<file path="src/hw/rtl/lbcs_pkg.sv">
`timescale 1ns / 1ps
package lbcs_pkg;

	localparam int ENTRIES_DEF = 16;
	localparam int DEVICES_DEF = 16;

	localparam int ACT_W  = 3;
	localparam int DEV_W  = 4;
	localparam int BLK_W  = 16;
	localparam int SEQ_W  = 32;
	localparam int WANT_W = 5;
	localparam int PIN_W  = 8;
	localparam int ST_W   = 3;
	localparam int SLOT_W = 4;

	localparam logic [ACT_W-1:0] ACT_LOOKUP    = 3'd0;
	localparam logic [ACT_W-1:0] ACT_FREE      = 3'd1;
	localparam logic [ACT_W-1:0] ACT_INVAL     = 3'd2;
	localparam logic [ACT_W-1:0] ACT_FLUSH_DEV = 3'd3;
	localparam logic [ACT_W-1:0] ACT_FLUSH_ALL = 3'd4;
	localparam logic [ACT_W-1:0] ACT_COUNT     = 3'd5;
	localparam logic [ACT_W-1:0] ACT_UPDATE    = 3'd6;
	localparam logic [ACT_W-1:0] ACT_UNUSED    = 3'd7;

	localparam logic [ST_W-1:0] ST_HIT       = 3'd0;
	localparam logic [ST_W-1:0] ST_MISS      = 3'd1;
	localparam logic [ST_W-1:0] ST_NO_SLOT   = 3'd2;
	localparam logic [ST_W-1:0] ST_WRITEBACK = 3'd3;
	localparam logic [ST_W-1:0] ST_DONE      = 3'd4;
	localparam logic [ST_W-1:0] ST_NOT_FOUND = 3'd5;

endpackage

</file>
<file path="src/hw/rtl/lbcs_if.sv">
`timescale 1ns / 1ps
interface lbcs_req_if;
	logic                            valid;
	logic                            ready;
	logic [lbcs_pkg::ACT_W-1:0]      action;
	logic [lbcs_pkg::DEV_W-1:0]      device;
	logic [lbcs_pkg::BLK_W-1:0]      block_id;
	logic [lbcs_pkg::SEQ_W-1:0]      committed_seq;
	logic [lbcs_pkg::WANT_W-1:0]     want;
	logic                            set_dirty;
	logic                            set_logged;
	logic [lbcs_pkg::SEQ_W-1:0]      log_seq;
	logic signed [1:0]               pin_change;

	modport source(output valid, action, device, block_id, committed_seq, want, set_dirty,
		set_logged, log_seq, pin_change, input ready);
	modport sink(input valid, action, device, block_id, committed_seq, want, set_dirty,
		set_logged, log_seq, pin_change, output ready);
endinterface

interface lbcs_rsp_if;
	logic                          valid;
	logic                          ready;
	logic [lbcs_pkg::ST_W-1:0]     status;
	logic [lbcs_pkg::SLOT_W-1:0]   slot;
	logic [lbcs_pkg::DEV_W-1:0]    entry_device;
	logic [lbcs_pkg::BLK_W-1:0]    entry_block;
	logic                          enough;
	logic                          last;

	modport source(output valid, status, slot, entry_device, entry_block, enough, last,
		input ready);
	modport sink(input valid, status, slot, entry_device, entry_block, enough, last,
		output ready);
endinterface

</file>
<file path="src/hw/rtl/lru_buffer_cache_slots_unit.sv">
`timescale 1ns / 1ps
// LRU slot manager for a block cache of ENTRIES slots. One request is taken at a time: ready
// is high only while the block is idle, and results leave through a one-deep output register.
// The work is done by a sequencer that visits one slot per cycle with one shared wraparound
// sequence compare, and it waits while the output register cannot take a result. Lookup, free
// and update search the slots for the key, and a lookup miss then walks the LRU order; count
// walks the LRU order; invalidate and flush find each entry of the device (of every device for
// flush-all) in key order by a full scan. Each result also needs the output register to be free.
module lru_buffer_cache_slots_unit #(
	parameter int ENTRIES = lbcs_pkg::ENTRIES_DEF,
	parameter int DEVICES = lbcs_pkg::DEVICES_DEF
) (
	input logic clk,
	input logic arst_n,
	lbcs_req_if.sink   req,
	lbcs_rsp_if.source rsp
);
	localparam int IW = (ENTRIES > 1) ? $clog2(ENTRIES) : 1;
	localparam int SW = (IW > lbcs_pkg::SLOT_W) ? IW : lbcs_pkg::SLOT_W;
	localparam int KW = lbcs_pkg::DEV_W + lbcs_pkg::BLK_W;
	localparam logic [8:0] DEV_LIM = 9'(DEVICES);
	localparam logic [IW-1:0] IDX_LAST = IW'(ENTRIES - 1);

	typedef enum logic [8:0] {
		S_IDLE  = 9'b000000001,
		S_FIND  = 9'b000000010,
		S_ACT   = 9'b000000100,
		S_LRU   = 9'b000001000,
		S_WB    = 9'b000010000,
		S_ALLOC = 9'b000100000,
		S_MIN   = 9'b001000000,
		S_FACT  = 9'b010000000,
		S_FIN   = 9'b100000000
	} state_t;

	function automatic logic [lbcs_pkg::SLOT_W-1:0] slot4(input logic [IW-1:0] s);
		logic [SW-1:0] e;
		e = SW'(s);
		return e[lbcs_pkg::SLOT_W-1:0];
	endfunction

	logic                          valid_q  [ENTRIES];
	logic [lbcs_pkg::DEV_W-1:0]    dev_q    [ENTRIES];
	logic [lbcs_pkg::BLK_W-1:0]    blk_q    [ENTRIES];
	logic                          dirty_q  [ENTRIES];
	logic                          logged_q [ENTRIES];
	logic [lbcs_pkg::SEQ_W-1:0]    seq_q    [ENTRIES];
	logic [lbcs_pkg::PIN_W-1:0]    pins_q   [ENTRIES];
	logic [IW-1:0]                 order_q  [ENTRIES];
	logic [ENTRIES-1:0]            seen_q;

	state_t                        state_q, state_d;
	logic [lbcs_pkg::ACT_W-1:0]    act_q;
	logic [lbcs_pkg::DEV_W-1:0]    rdev_q;
	logic [lbcs_pkg::BLK_W-1:0]    rblk_q;
	logic [lbcs_pkg::SEQ_W-1:0]    com_q;
	logic [lbcs_pkg::WANT_W-1:0]   n_q;
	logic                          sd_q, sl_q, bad_q, found_q, bfound_q;
	logic [lbcs_pkg::SEQ_W-1:0]    lseq_q;
	logic [1:0]                    pc_q;
	logic [IW-1:0]                 idx_q, hit_q, best_q;
	logic [KW-1:0]                 bkey_q;

	logic                          ov_q;
	logic [lbcs_pkg::ST_W-1:0]     ost_q;
	logic [lbcs_pkg::SLOT_W-1:0]   oslot_q;
	logic [lbcs_pkg::DEV_W-1:0]    odev_q;
	logic [lbcs_pkg::BLK_W-1:0]    oblk_q;
	logic                          oen_q, olast_q;

	logic                          acc, can_emit, em, em_en, em_last;
	logic [lbcs_pkg::ST_W-1:0]     em_st;
	logic [lbcs_pkg::SLOT_W-1:0]   em_slot;
	logic [lbcs_pkg::DEV_W-1:0]    em_dev;
	logic [lbcs_pkg::BLK_W-1:0]    em_blk;
	logic                          op_back, op_front, op_alloc, op_upd, op_wbclr, op_seen;
	logic                          idx_inc, idx_clr, hit_ld, n_dec;
	logic [IW-1:0]                 hit_d, sel_s, lru_s, pos;
	logic                          seq_le, evict, cand, last_idx, match;
	logic                          elig, take, nb_found;
	logic [IW-1:0]                 nb_idx;
	logic [KW-1:0]                 ikey;
	logic [9:0]                    psum;
	logic [lbcs_pkg::PIN_W-1:0]    pnew;

	assign acc       = req.valid && req.ready;
	assign req.ready = (state_q == S_IDLE);
	assign can_emit  = !ov_q || rsp.ready;
	assign last_idx  = (idx_q == IDX_LAST);
	assign lru_s     = order_q[idx_q];
	assign sel_s     = (state_q == S_LRU) ? lru_s : hit_q;

	lbcs_seq_unit u_seq (
		.a (seq_q[sel_s]),
		.b (com_q),
		.le(seq_le)
	);

	assign evict = (pins_q[sel_s] == '0) && (!logged_q[sel_s] || seq_le);
	assign cand  = !valid_q[sel_s] || evict;
	assign match = valid_q[idx_q] && (dev_q[idx_q] == rdev_q) && (blk_q[idx_q] == rblk_q);

	assign ikey     = {dev_q[idx_q], blk_q[idx_q]};
	assign elig     = valid_q[idx_q] && !seen_q[idx_q] &&
		((act_q == lbcs_pkg::ACT_FLUSH_ALL) || (dev_q[idx_q] == rdev_q));
	assign take     = elig && (!bfound_q || (ikey < bkey_q));
	assign nb_found = bfound_q || take;
	assign nb_idx   = take ? idx_q : best_q;

	assign psum = {2'b00, pins_q[hit_q]} + {{8{pc_q[1]}}, pc_q};
	assign pnew = psum[9] ? '0 : (psum[8] ? '1 : psum[7:0]);

	always_comb begin
		pos = '0;
		for (int p = ENTRIES - 1; p >= 0; p--) begin
			if (order_q[p] == hit_q) begin
				pos = IW'(p);
			end
		end
	end

	always_comb begin
		state_d  = state_q;
		em       = 1'b0;
		em_st    = lbcs_pkg::ST_DONE;
		em_slot  = '0;
		em_dev   = rdev_q;
		em_blk   = rblk_q;
		em_en    = 1'b0;
		em_last  = 1'b1;
		op_back  = 1'b0;
		op_front = 1'b0;
		op_alloc = 1'b0;
		op_upd   = 1'b0;
		op_wbclr = 1'b0;
		op_seen  = 1'b0;
		idx_inc  = 1'b0;
		idx_clr  = 1'b0;
		hit_ld   = 1'b0;
		hit_d    = hit_q;
		n_dec    = 1'b0;
		case (state_q)
			S_IDLE: begin
				if (acc) begin
					idx_clr = 1'b1;
					case (req.action)
						lbcs_pkg::ACT_LOOKUP: begin
							state_d = ({5'd0, req.device} >= DEV_LIM) ? S_ACT : S_FIND;
						end
						lbcs_pkg::ACT_FREE, lbcs_pkg::ACT_UPDATE: state_d = S_FIND;
						lbcs_pkg::ACT_INVAL, lbcs_pkg::ACT_FLUSH_DEV,
						lbcs_pkg::ACT_FLUSH_ALL: state_d = S_MIN;
						lbcs_pkg::ACT_COUNT: state_d = S_LRU;
						default: state_d = S_IDLE;
					endcase
				end
			end
			S_FIND: begin
				if (match) begin
					hit_ld  = 1'b1;
					hit_d   = idx_q;
					state_d = S_ACT;
				end else if (last_idx) begin
					state_d = S_ACT;
				end else begin
					idx_inc = 1'b1;
				end
			end
			S_ACT: begin
				if (act_q == lbcs_pkg::ACT_LOOKUP && !bad_q && !found_q) begin
					idx_clr = 1'b1;
					state_d = S_LRU;
				end else if (can_emit) begin
					em      = 1'b1;
					state_d = S_IDLE;
					if (act_q == lbcs_pkg::ACT_LOOKUP) begin
						if (bad_q) begin
							em_st = lbcs_pkg::ST_NO_SLOT;
						end else begin
							em_st   = lbcs_pkg::ST_HIT;
							em_slot = slot4(hit_q);
							op_back = 1'b1;
						end
					end else if (!found_q) begin
						em_st = lbcs_pkg::ST_NOT_FOUND;
					end else begin
						em_slot  = slot4(hit_q);
						op_front = (act_q == lbcs_pkg::ACT_FREE);
						op_upd   = (act_q == lbcs_pkg::ACT_UPDATE);
					end
				end
			end
			S_LRU: begin
				if (act_q == lbcs_pkg::ACT_COUNT) begin
					if (n_q == '0) begin
						state_d = S_FIN;
					end else begin
						n_dec = cand;
						if (last_idx) begin
							state_d = S_FIN;
						end else begin
							idx_inc = 1'b1;
						end
					end
				end else if (cand) begin
					hit_ld  = 1'b1;
					hit_d   = lru_s;
					state_d = (valid_q[lru_s] && dirty_q[lru_s]) ? S_WB : S_ALLOC;
				end else if (last_idx) begin
					if (can_emit) begin
						em      = 1'b1;
						em_st   = lbcs_pkg::ST_NO_SLOT;
						state_d = S_IDLE;
					end
				end else begin
					idx_inc = 1'b1;
				end
			end
			S_WB: begin
				if (can_emit) begin
					em      = 1'b1;
					em_st   = lbcs_pkg::ST_WRITEBACK;
					em_slot = slot4(hit_q);
					em_dev  = dev_q[hit_q];
					em_blk  = blk_q[hit_q];
					em_last = 1'b0;
					state_d = S_ALLOC;
				end
			end
			S_ALLOC: begin
				if (can_emit) begin
					em       = 1'b1;
					em_st    = lbcs_pkg::ST_MISS;
					em_slot  = slot4(hit_q);
					op_alloc = 1'b1;
					op_back  = 1'b1;
					state_d  = S_IDLE;
				end
			end
			S_MIN: begin
				if (last_idx) begin
					hit_ld  = 1'b1;
					hit_d   = nb_idx;
					state_d = nb_found ? S_FACT : S_FIN;
				end else begin
					idx_inc = 1'b1;
				end
			end
			S_FACT: begin
				if (act_q == lbcs_pkg::ACT_INVAL) begin
					op_front = 1'b1;
					op_seen  = 1'b1;
					idx_clr  = 1'b1;
					state_d  = S_MIN;
				end else if (dirty_q[hit_q] && (!logged_q[hit_q] || seq_le)) begin
					if (can_emit) begin
						em       = 1'b1;
						em_st    = lbcs_pkg::ST_WRITEBACK;
						em_slot  = slot4(hit_q);
						em_dev   = dev_q[hit_q];
						em_blk   = blk_q[hit_q];
						em_last  = 1'b0;
						op_wbclr = 1'b1;
						op_seen  = 1'b1;
						idx_clr  = 1'b1;
						state_d  = S_MIN;
					end
				end else begin
					op_seen = 1'b1;
					idx_clr = 1'b1;
					state_d = S_MIN;
				end
			end
			S_FIN: begin
				if (can_emit) begin
					em      = 1'b1;
					em_blk  = '0;
					em_dev  = (act_q == lbcs_pkg::ACT_FLUSH_ALL) ? '0 : rdev_q;
					em_en   = (act_q == lbcs_pkg::ACT_COUNT) && (n_q == '0);
					state_d = S_IDLE;
				end
			end
			default: state_d = S_IDLE;
		endcase
	end

	always_ff @(posedge clk or negedge arst_n) begin
		if (!arst_n) begin
			state_q  <= S_IDLE;
			idx_q    <= '0;
			hit_q    <= '0;
			best_q   <= '0;
			bkey_q   <= '0;
			bfound_q <= 1'b0;
			found_q  <= 1'b0;
			bad_q    <= 1'b0;
			n_q      <= '0;
			seen_q   <= '0;
			ov_q     <= 1'b0;
		end else begin
			state_q <= state_d;
			if (idx_clr) begin
				idx_q    <= '0;
				bfound_q <= 1'b0;
			end else if (idx_inc) begin
				idx_q <= idx_q + 1'b1;
			end
			if (state_q == S_MIN && take && !last_idx) begin
				best_q   <= idx_q;
				bkey_q   <= ikey;
				bfound_q <= 1'b1;
			end
			if (hit_ld) begin
				hit_q <= hit_d;
			end
			if (state_q == S_FIND) begin
				found_q <= match;
			end
			if (n_dec) begin
				n_q <= n_q - 1'b1;
			end
			if (op_seen) begin
				seen_q[hit_q] <= 1'b1;
			end
			if (acc) begin
				bad_q  <= ({5'd0, req.device} >= DEV_LIM);
				n_q    <= req.want;
				seen_q <= '0;
			end
			if (em) begin
				ov_q <= 1'b1;
			end else if (rsp.ready) begin
				ov_q <= 1'b0;
			end
		end
	end

	always_ff @(posedge clk) begin
		if (acc) begin
			act_q  <= req.action;
			rdev_q <= req.device;
			rblk_q <= req.block_id;
			com_q  <= req.committed_seq;
			sd_q   <= req.set_dirty;
			sl_q   <= req.set_logged;
			lseq_q <= req.log_seq;
			pc_q   <= req.pin_change;
		end
		if (em) begin
			ost_q   <= em_st;
			oslot_q <= em_slot;
			odev_q  <= em_dev;
			oblk_q  <= em_blk;
			oen_q   <= em_en;
			olast_q <= em_last;
		end
		if (op_upd) begin
			seq_q[hit_q] <= lseq_q;
		end
	end

	always_ff @(posedge clk or negedge arst_n) begin
		if (!arst_n) begin
			for (int p = 0; p < ENTRIES; p++) begin
				valid_q[p]  <= 1'b0;
				dev_q[p]    <= '0;
				blk_q[p]    <= '0;
				dirty_q[p]  <= 1'b0;
				logged_q[p] <= 1'b0;
				pins_q[p]   <= '0;
				order_q[p]  <= IW'(p);
			end
		end else begin
			if (op_alloc) begin
				valid_q[hit_q]  <= 1'b1;
				dirty_q[hit_q]  <= 1'b0;
				logged_q[hit_q] <= 1'b0;
				dev_q[hit_q]    <= rdev_q;
				blk_q[hit_q]    <= rblk_q;
			end
			if (op_front) begin
				valid_q[hit_q]  <= 1'b0;
				dirty_q[hit_q]  <= 1'b0;
				logged_q[hit_q] <= 1'b0;
				dev_q[hit_q]    <= '0;
				blk_q[hit_q]    <= '0;
				for (int p = 1; p < ENTRIES; p++) begin
					if (p <= int'(pos)) begin
						order_q[p] <= order_q[p-1];
					end
				end
				order_q[0] <= hit_q;
			end
			if (op_back) begin
				for (int p = 0; p < ENTRIES - 1; p++) begin
					if (p >= int'(pos)) begin
						order_q[p] <= order_q[p+1];
					end
				end
				order_q[ENTRIES-1] <= hit_q;
			end
			if (op_upd) begin
				dirty_q[hit_q]  <= sd_q;
				logged_q[hit_q] <= sl_q;
				pins_q[hit_q]   <= pnew;
			end
			if (op_wbclr) begin
				dirty_q[hit_q]  <= 1'b0;
				logged_q[hit_q] <= 1'b0;
			end
		end
	end

	assign rsp.valid        = ov_q;
	assign rsp.status       = ost_q;
	assign rsp.slot         = oslot_q;
	assign rsp.entry_device = odev_q;
	assign rsp.entry_block  = oblk_q;
	assign rsp.enough       = oen_q;
	assign rsp.last         = olast_q;
endmodule

</file>
<file path="src/hw/rtl/lbcs_seq_unit.sv">
`timescale 1ns / 1ps
module lbcs_seq_unit (
	input  logic [lbcs_pkg::SEQ_W-1:0] a,
	input  logic [lbcs_pkg::SEQ_W-1:0] b,
	output logic                       le
);
	logic [lbcs_pkg::SEQ_W-1:0] d;

	// wraparound a <= b
	assign d  = a - b;
	assign le = (d == '0) || d[lbcs_pkg::SEQ_W-1];
endmodule

</file>
<file path="src/flat_wrapper.sv">
// flat-port wrapper written by rule: the top's interface ports become plain ports
module lru_buffer_cache_slots_unit_flat 
#(
	parameter int ENTRIES = lbcs_pkg::ENTRIES_DEF,
	parameter int DEVICES = lbcs_pkg::DEVICES_DEF
)
  (clk, arst_n, req_valid, req_action, req_device, req_block_id, req_committed_seq, req_want, req_set_dirty, req_set_logged, req_log_seq, req_pin_change, req_ready, rsp_valid, rsp_status, rsp_slot, rsp_entry_device, rsp_entry_block, rsp_enough, rsp_last, rsp_ready);
  lbcs_req_if req_i ();
  lbcs_rsp_if rsp_i ();
  input logic clk;
  input logic arst_n;
  input wire logic [$bits(req_i.valid)-1:0] req_valid;
  input wire logic [$bits(req_i.action)-1:0] req_action;
  input wire logic [$bits(req_i.device)-1:0] req_device;
  input wire logic [$bits(req_i.block_id)-1:0] req_block_id;
  input wire logic [$bits(req_i.committed_seq)-1:0] req_committed_seq;
  input wire logic [$bits(req_i.want)-1:0] req_want;
  input wire logic [$bits(req_i.set_dirty)-1:0] req_set_dirty;
  input wire logic [$bits(req_i.set_logged)-1:0] req_set_logged;
  input wire logic [$bits(req_i.log_seq)-1:0] req_log_seq;
  input wire logic [$bits(req_i.pin_change)-1:0] req_pin_change;
  output wire logic [$bits(req_i.ready)-1:0] req_ready;
  output wire logic [$bits(rsp_i.valid)-1:0] rsp_valid;
  output wire logic [$bits(rsp_i.status)-1:0] rsp_status;
  output wire logic [$bits(rsp_i.slot)-1:0] rsp_slot;
  output wire logic [$bits(rsp_i.entry_device)-1:0] rsp_entry_device;
  output wire logic [$bits(rsp_i.entry_block)-1:0] rsp_entry_block;
  output wire logic [$bits(rsp_i.enough)-1:0] rsp_enough;
  output wire logic [$bits(rsp_i.last)-1:0] rsp_last;
  input wire logic [$bits(rsp_i.ready)-1:0] rsp_ready;
  assign req_i.valid = req_valid;
  assign req_i.action = req_action;
  assign req_i.device = req_device;
  assign req_i.block_id = req_block_id;
  assign req_i.committed_seq = req_committed_seq;
  assign req_i.want = req_want;
  assign req_i.set_dirty = req_set_dirty;
  assign req_i.set_logged = req_set_logged;
  assign req_i.log_seq = req_log_seq;
  assign req_i.pin_change = req_pin_change;
  assign req_ready = req_i.ready;
  assign rsp_valid = rsp_i.valid;
  assign rsp_status = rsp_i.status;
  assign rsp_slot = rsp_i.slot;
  assign rsp_entry_device = rsp_i.entry_device;
  assign rsp_entry_block = rsp_i.entry_block;
  assign rsp_enough = rsp_i.enough;
  assign rsp_last = rsp_i.last;
  assign rsp_i.ready = rsp_ready;
  lru_buffer_cache_slots_unit #(.ENTRIES(ENTRIES), .DEVICES(DEVICES)) u_core (.clk(clk), .arst_n(arst_n), .req(req_i), .rsp(rsp_i));
endmodule
</file>
<file path="config.mk">
export PLATFORM = sky130hd
export DESIGN_NAME = lru_buffer_cache_slots_unit_flat
export DESIGN_NICKNAME = d
export VERILOG_FILES = /design/src/hw/rtl/lbcs_pkg.sv /design/src/hw/rtl/lbcs_if.sv /design/src/hw/rtl/lru_buffer_cache_slots_unit.sv /design/src/hw/rtl/lbcs_seq_unit.sv /design/src/flat_wrapper.sv
export SDC_FILE = /design/constraint.sdc
export NUM_CORES = 2
export LEC_CHECK = 0
export BUFFER_PORTS_ARGS = -buffer_cell sky130_fd_sc_hd__clkbuf_2
export CORE_MARGIN = 2
export CORE_UTILIZATION = 54
export DETAILED_ROUTE_END_ITERATION = 10
export PLACE_DENSITY = 0.72
export RECOVER_POWER = 100
export SLEW_MARGIN = 40
export SYNTH_ARGS = -nofsm -noshare
export SYNTH_HDL_FRONTEND = slang
export SYNTH_SLANG_ARGS = --single-unit
export TNS_END_PERCENT = 1
</file>
<file path="constraint.sdc">
create_clock -name clk -period 8.5 [get_ports clk]
set_input_delay 1.7 -clock clk [delete_from_list [all_inputs] [get_ports clk]]
set_output_delay 1.7 -clock clk [all_outputs]
set_load 0.01 [all_outputs]
</file>
# Word-level counts from Yosys, hierarchy flattened
# Memory sizes are Yosys's and may differ from the RTL's.
# Index checks and enable logic that the tools add are counted.
# Widths: inputs -> output; s select.
[word_totals]
reg_bits = 745
latchBits = 0
ramBits = 512
rom_bits = 0
output_inout_bits = 31
word_cells = 542
n_memories = 1
[classes]
add_sub_neg = 4
mul = 0
div = 0
order_cmp = 39
eq_ne = 49
n_shift = 0
mux = 242
bitwise_logic = 18
n_reduce_logical = 53
[mem_list]
columns = ["name", "words", "word_bits", "rd", "rd_ports_with_merged_regs", "write_ports", "line_no", "rtl"]
rows = [
  ["u_core.seq_q", 16, 32, 1, 0, 1, "lru_buffer_cache_slots_unit.sv:47", "logic [lbcs_pkg::SEQ_W-1:0] seq_q [ENTRIES];"],
]
[op_table]
columns = ["cell", "count"]
rows = [
  ["$mux 256", 2],
  ["$mux 16", 21],
  ["$mux 4", 73],
  ["$and 256x256->256", 1],
  ["$bwmux 256", 1],
  ["$mux 64", 4],
  ["$not 256->256", 1],
  ["$mux 9", 16],
  ["$bmux 16 s4", 2],
  ["$bwmux 128", 1],
  ["$and 16x16->16", 7],
  ["$pmux 9 s8", 1],
  ["$eq 4x4->1", 17],
  ["$mux 1", 66],
  ["$and 64x64->64", 1],
  ["$bmux 8 s4", 2],
  ["$bwmux 64", 1],
  ["$demux 16 s4", 1],
  ["$not 64->64", 1],
  ["$mux 8", 7],
  ["$bmux 4 s4", 3],
  ["$pmux 16 s3", 1],
  ["$pmux 4 s3", 3],
  ["$mux 3", 11],
  ["other kinds (65)", 161],
]

# Longest topological paths before layout
[depth]
depth_word = 22
depth_mapped = 29
depth_no_buf = 24

# Hierarchy
# Synthesis repeated with hierarchy kept, for this count alone.
[unflattened]
hier_cells = 5501
hier_area_um2 = 62855.3
[modules_own_cells]
columns = ["module", "instances", "cells_each", "area_per_inst_um2"]
rows = [
  ["lru_buffer_cache_slots_unit", 1, 5125, 60428.0],
  ["lbcs_seq_unit", 1, 376, 2427.3],
]

# Least setup slack after synthesis
# Ideal clock, no wire load.
[synth_path]
path_type = "flip-flop to flip-flop"
from = "register u_core.idx_q[1]"
to = "register u_core.oen_q (netlist: u_core.rsp.enough), enable pin"
setup_time_ps = 433
arrival_time_ps = 8300
t_required_ps = 8067
slack_ps = -233
stages_incl_launch_ff = 29
n_path_buf = 7
period_less_slack_ps = 8733
cell_sequence = "dfrtp_1 > buf_6 > buf_6 > mux4_2 > mux4_2 > and2_1 > a21oi_1 > clkbuf_1 > clkbuf_1 > clkbuf_1 > buf_1 > nand2_1 > a31oi_1 > a21oi_1 > a21oi_1 > ha_1 > clkbuf_1 > a21oi_1 > nor2_1 > o41ai_2 > a21o_1 > a211o_1 > a211oi_1 > a211oi_1 > xnor3_1 > o31ai_4 > nor2b_1 > nand2_1 > a31oi_1"
[synth_via]
elab_chain_cells = 16
elab_cells_between_ends = 34
cone_classes = "add/sub (1); eq/ne (1); mux (19); bitwise (2); reduce/logical (10); memory (1)"
[synth_rtl]
columns = ["item", "line_no", "rtl"]
rows = [
  ["from (decl)", "lru_buffer_cache_slots_unit.sv:61", "logic [IW-1:0] idx_q, hit_q, best_q;"],
  ["from (signal assigned)", "lru_buffer_cache_slots_unit.sv:306", "idx_q <= idx_q + 1'b1;"],
  ["branches (longest 15 deep; another with $mem_v2 16x32)", "n/a", ""],
  ["$pmux 1 s4 *", "lru_buffer_cache_slots_unit.sv:142", "case (state_q)"],
  ["named net u_core.em", "lru_buffer_cache_slots_unit.sv:71", "logic acc, can_emit, em, em_en, em_last;"],
  ["to (signal assigned)", "lru_buffer_cache_slots_unit.sv:354", "oen_q <= em_en;"],
  ["to (decl)", "lru_buffer_cache_slots_unit.sv:69", "logic oen_q, olast_q;"],
]
# Mark *: on every way through the listed nets, which the timed path passes. The select of a mux whose other input is x is not followed.
# A chain may end at the register's enable or synchronous reset.

# Worst setup path in the final report
[layout_path]
from = "register u_core.idx_q[1]"
to = "register u_core.bkey_q[2]"
[layout_via]
elab_cells_between_ends = 24
cone_classes = "order compare (1); eq/ne (2); mux (11); bitwise (1); reduce/logical (9)"
[layout_rtl]
columns = ["item", "line_no", "rtl"]
rows = [
  ["$not 4->5 (implied by the code)", "lru_buffer_cache_slots_unit.sv:103", "assign ikey = {dev_q[idx_q], blk_q[idx_q]};"],
  ["$bmux 16 s4", "lru_buffer_cache_slots_unit.sv:103", ""],
  ["$mux 16 (implied by the code) (2 in a row)", "lru_buffer_cache_slots_unit.sv:103", ""],
  ["named net u_core.ikey[7]", "lru_buffer_cache_slots_unit.sv:82", "logic [KW-1:0] ikey;"],
  ["$lt 20x20->1", "lru_buffer_cache_slots_unit.sv:106", "assign take = elig && (!bfound_q || (ikey < bkey_q));"],
  ["$logic_or 1x1->1", "lru_buffer_cache_slots_unit.sv:106", ""],
  ["$logic_and 1x1->1", "lru_buffer_cache_slots_unit.sv:106", ""],
  ["$logic_and 1x1->1 (2 in a row)", "lru_buffer_cache_slots_unit.sv:308", "if (state_q == S_MIN && take && !last_idx) begin"],
  ["to (signal assigned)", "lru_buffer_cache_slots_unit.sv:310", "bkey_q <= ikey;"],
  ["to (decl)", "lru_buffer_cache_slots_unit.sv:62", "logic [KW-1:0] bkey_q;"],
]
# The timed path passes the listed nets, and every way through them passes these cells. The select of a mux whose other input is x is not followed.

==> metrics.cfg <==
[synthesis]
yosysUniqueCellTypes = 97
ys.flop_type = edfxtp_1
ys_seq_area_frac = 0.558
synth_edf_count = 632
ys_ff_latch = 1257
syn_inst = 5598
yosysMostFrequentCell = nand2_1
synthArstFlopShare = 0.497
yosysTopAreaCell = edfxtp_1
synth.cell_area_sq_um = 62100
syn_avg_cell_area_sq_um = 11.1
synth_warnings = 0
netlist.area_leader.share = 0.306
synth_area_leaders = edfxtp_1 (31%), dfrtp_1 (24%), mux4_2 (9.1%)
synth_nets = 5762
synthTopCellsByCount = nand2_1 (1474), edfxtp_1 (632), dfrtp_1 (592)

[placed_design]
port_buffers = 130
detailed_place_hpwl_um = 117000
dpl-instance-area_sq_um = 64800
place_congestion = 0.953

[routing]
firstDrtPassIters = 6
wl_met1_um = 72400
vias_per_cell = 6.59
dr_wl_met3_um = 22100
routed_wl_um = 193000
top_layer = met5
routed-wl-met2_um = 88100
ant_nets = 0
drtIter0Drc = 6211
drc = 0
wl_per_cell_um = 26.7
num_vias = 47700

[sta]
finalSetupTns_ns = 0
period_needed_ns = 8.49
max_freq_ghz = 0.118
worstMarginPinSlew_ns = 3.83
setup_viol = 0
finalMaxSlewViolations = 1643
clock_skew_ns = 0.0480
fin_crit_sh = 0.999
hold_viol_final = 0
relSlewSlack = -1.55

[cells_and_area]
nets = 5787
finalInstanceArea_sq_um = 69000
fillerInstances = 9076
area_growth_pct = 11.1
drive_gt1_frac = 0.143
utilization = 0.604

[clocking]
clk-insertion-delay-late_ns = 0.80
cts.sinks = 1257
cts-buffers-inserted = 136
cts-root-buf = clkbuf_16
cts_buffer_depth = 3
clk_pin_slew_ns = 0.06
htreeDepth = 4
cts_setup_buffers = 0
cts_tree = built

[worst_setup_path]
startpoint_type = flop
cpPeakStageDelay_ns = 2.50
cp.depth = 13
path_buf_inv = 2
crit_fanout = 42
path_cells = clkbuf_1, clkbuf_2, mux4_2, mux4_2, ha_1, nand4_1, nor3_1, nand2_1, o211ai_1, a31oi_1, o41ai_1, or2_2, mux2_2
path_common_cell = mux4_2
cp_slowest_cell = clkbuf_1
crit_required_ns = 9.14
arrival_ns = 9.13
critical-path-top-delay-family = buffers and inverters
endpoint_kind = flop
worstSetupPathType = flop to flop
r2r.worst_path.cells = 13

[worst_hold_path]
hp-class = flop to flop
holdPathStages = 2

[global_routing]
global_route.overflow_total = 0
grt_max_degree = 136
antenna_found_initial = 4
grt_pass1_vias = 47000
grt_pass1_wl_um = 290000
grt_use_total = 0.329

[floorplan]
fp.dieH_um = 343
core_area_sq_um = 114000
fp.dieW_um = 343
pin_count = 131
dieArea_sq_um = 118000
rows = 124
start_util = 0.544

[pwr]
p_leak_nw = 27.3
powerDensity_nw_per_um2 = 265
peakVddDrop_mv = 0.215

[outcome]
status = finished, violations left
violations = capacitance limit, slew limit

[flow_run]
maxCapViolCount = 47

==> power breakdown <==
| group | internal (mW) | leakage, nW | switching [mW] |
|---|---|---|---|
| logic | 1.81 | 10.9 | 3.01 |
| clock network | 3.48 | 2.19 | 2.50 |
| registers | 6.92 | 14.2 | 0.547 |
==> path summary, 6_finish.rpt <==
path | end | slack (ns) | start
setup / recovery | u_core.bkey_q[2]$_DFFE_PN0P_ | 0.01 | u_core.idx_q[1]$_DFFE_PN0P_
hold / removal | u_core.best_q[2]$_DFFE_PN0P_ | 0.49 | u_core.best_q[2]$_DFFE_PN0P_
setup reg to reg | u_core.bkey_q[2]$_DFFE_PN0P_ | 0.01 | u_core.idx_q[1]$_DFFE_PN0P_
hold reg to reg | u_core.best_q[2]$_DFFE_PN0P_ | 0.49 | u_core.best_q[2]$_DFFE_PN0P_
max in group asynchronous | u_core.pins_q[119]$_DFFE_PN0P_ | 1.36 | arst_n
min in group asynchronous | u_core.blk_q[35]$_DFF_PN0_ | 1.30 | arst_n
==> logic make-up after synthesis <==
family                     Yosys count  synth area share
AOI/OAI and AO/OA                 1066             0.104
buffers and inverters              498            0.0312
and+or+nand+nor                   2120             0.146
muxes                              486             0.132
xor gates and xnor gates           107            0.0153
DFF                               1257             0.558
adders and majority gates           64            0.0131
==> placed cells by master, fill, tap and decap left out, types with 66 or more instances in the layout <==
cell	n
xnor2_1	66
inv_1	104
a211oi_1	121
nand2_1	1473
o21ai_0	109
clkbuf_2	83
clkbuf_1	125
dfrtp_1	585
nor2_1	179
mux2_2	70
mux4_2	250
a21oi_1	554
edfxtp_1	632
clkbuf_16	142
a31oi_1	88
mux2i_1	158
buf_4	71
and3_1	181
==> timing repair <==
item	4_1_cts	5_1_grt
gates resized for setup	0	3
hold buffers	0	0
endpoints found under the setup margin	0	122
==> stage by stage <==
stage | std cells | power (mW) | hold WS, ns | setup slack [ns]
floorplan | 5598 | 10.7 | 0.442 | 0.344
global placement | 6981 | 12.2 | 0.458 | 0.142
detailed placement | 6993 | 12.3 | 0.471 | 0.0769
CTS | 7238 | 18.2 | 0.486 | 0.00616
global route | 7243 | 19.0 | 0.513 | -0.00649
finish | 7244 | 18.3 | 0.489 | 0.0101
==> tightest hold or removal path: cells and delay by family, from the launching register on <==
family	cells	cell delay, ns
flip-flops	1	0.34
AND/OR/NAND/NOR	1	0.05
AO/OA/AOI/OAI	1	0.06
==> state kept, by name, indices dropped and copies added, names as in the netlist, 5 cells and up, named ones only <==
name,flops
u_core.seq_q,512
u_core.bkey_q,20
u_core.n_q,5
u_core.logged_q,16
u_core.blk_q,256
u_core.dirty_q,16
u_core.lseq_q,32
u_core.dev_q,64
u_core.seen_q,16
u_core.pins_q,128
u_core.com_q,32
u_core.state_q,9
u_core.order_q,64
u_core.rblk_q,16
u_core.rsp.entry_block,16
==> layer usage <==
| layer | track usage | vias to the layer above |
|---|---|---|
| met2 | 0.503 | 3125 |
| met1 | 0.437 | 23600 |
| met4 | 0.172 | 6 |
| met3 | 0.0826 | 710 |
| li1 | - | 20300 |
| met5 | 0 | - |
==> area by class of cell <==
cell class	instances	area (sq um)	area share
diodes	2	5.00	0.0000725
multi-input cells	3843	25700	0.373
clock buffers	189	3890	0.0564
well taps	1512	1890	0.0274
inverters	107	403	0.00584
flip-flops and latches	1257	34700	0.503
repair buffers	278	1850	0.0268
clock inverters	56	567	0.00822
No activity file was read; power rests on OpenSTA's default activity.
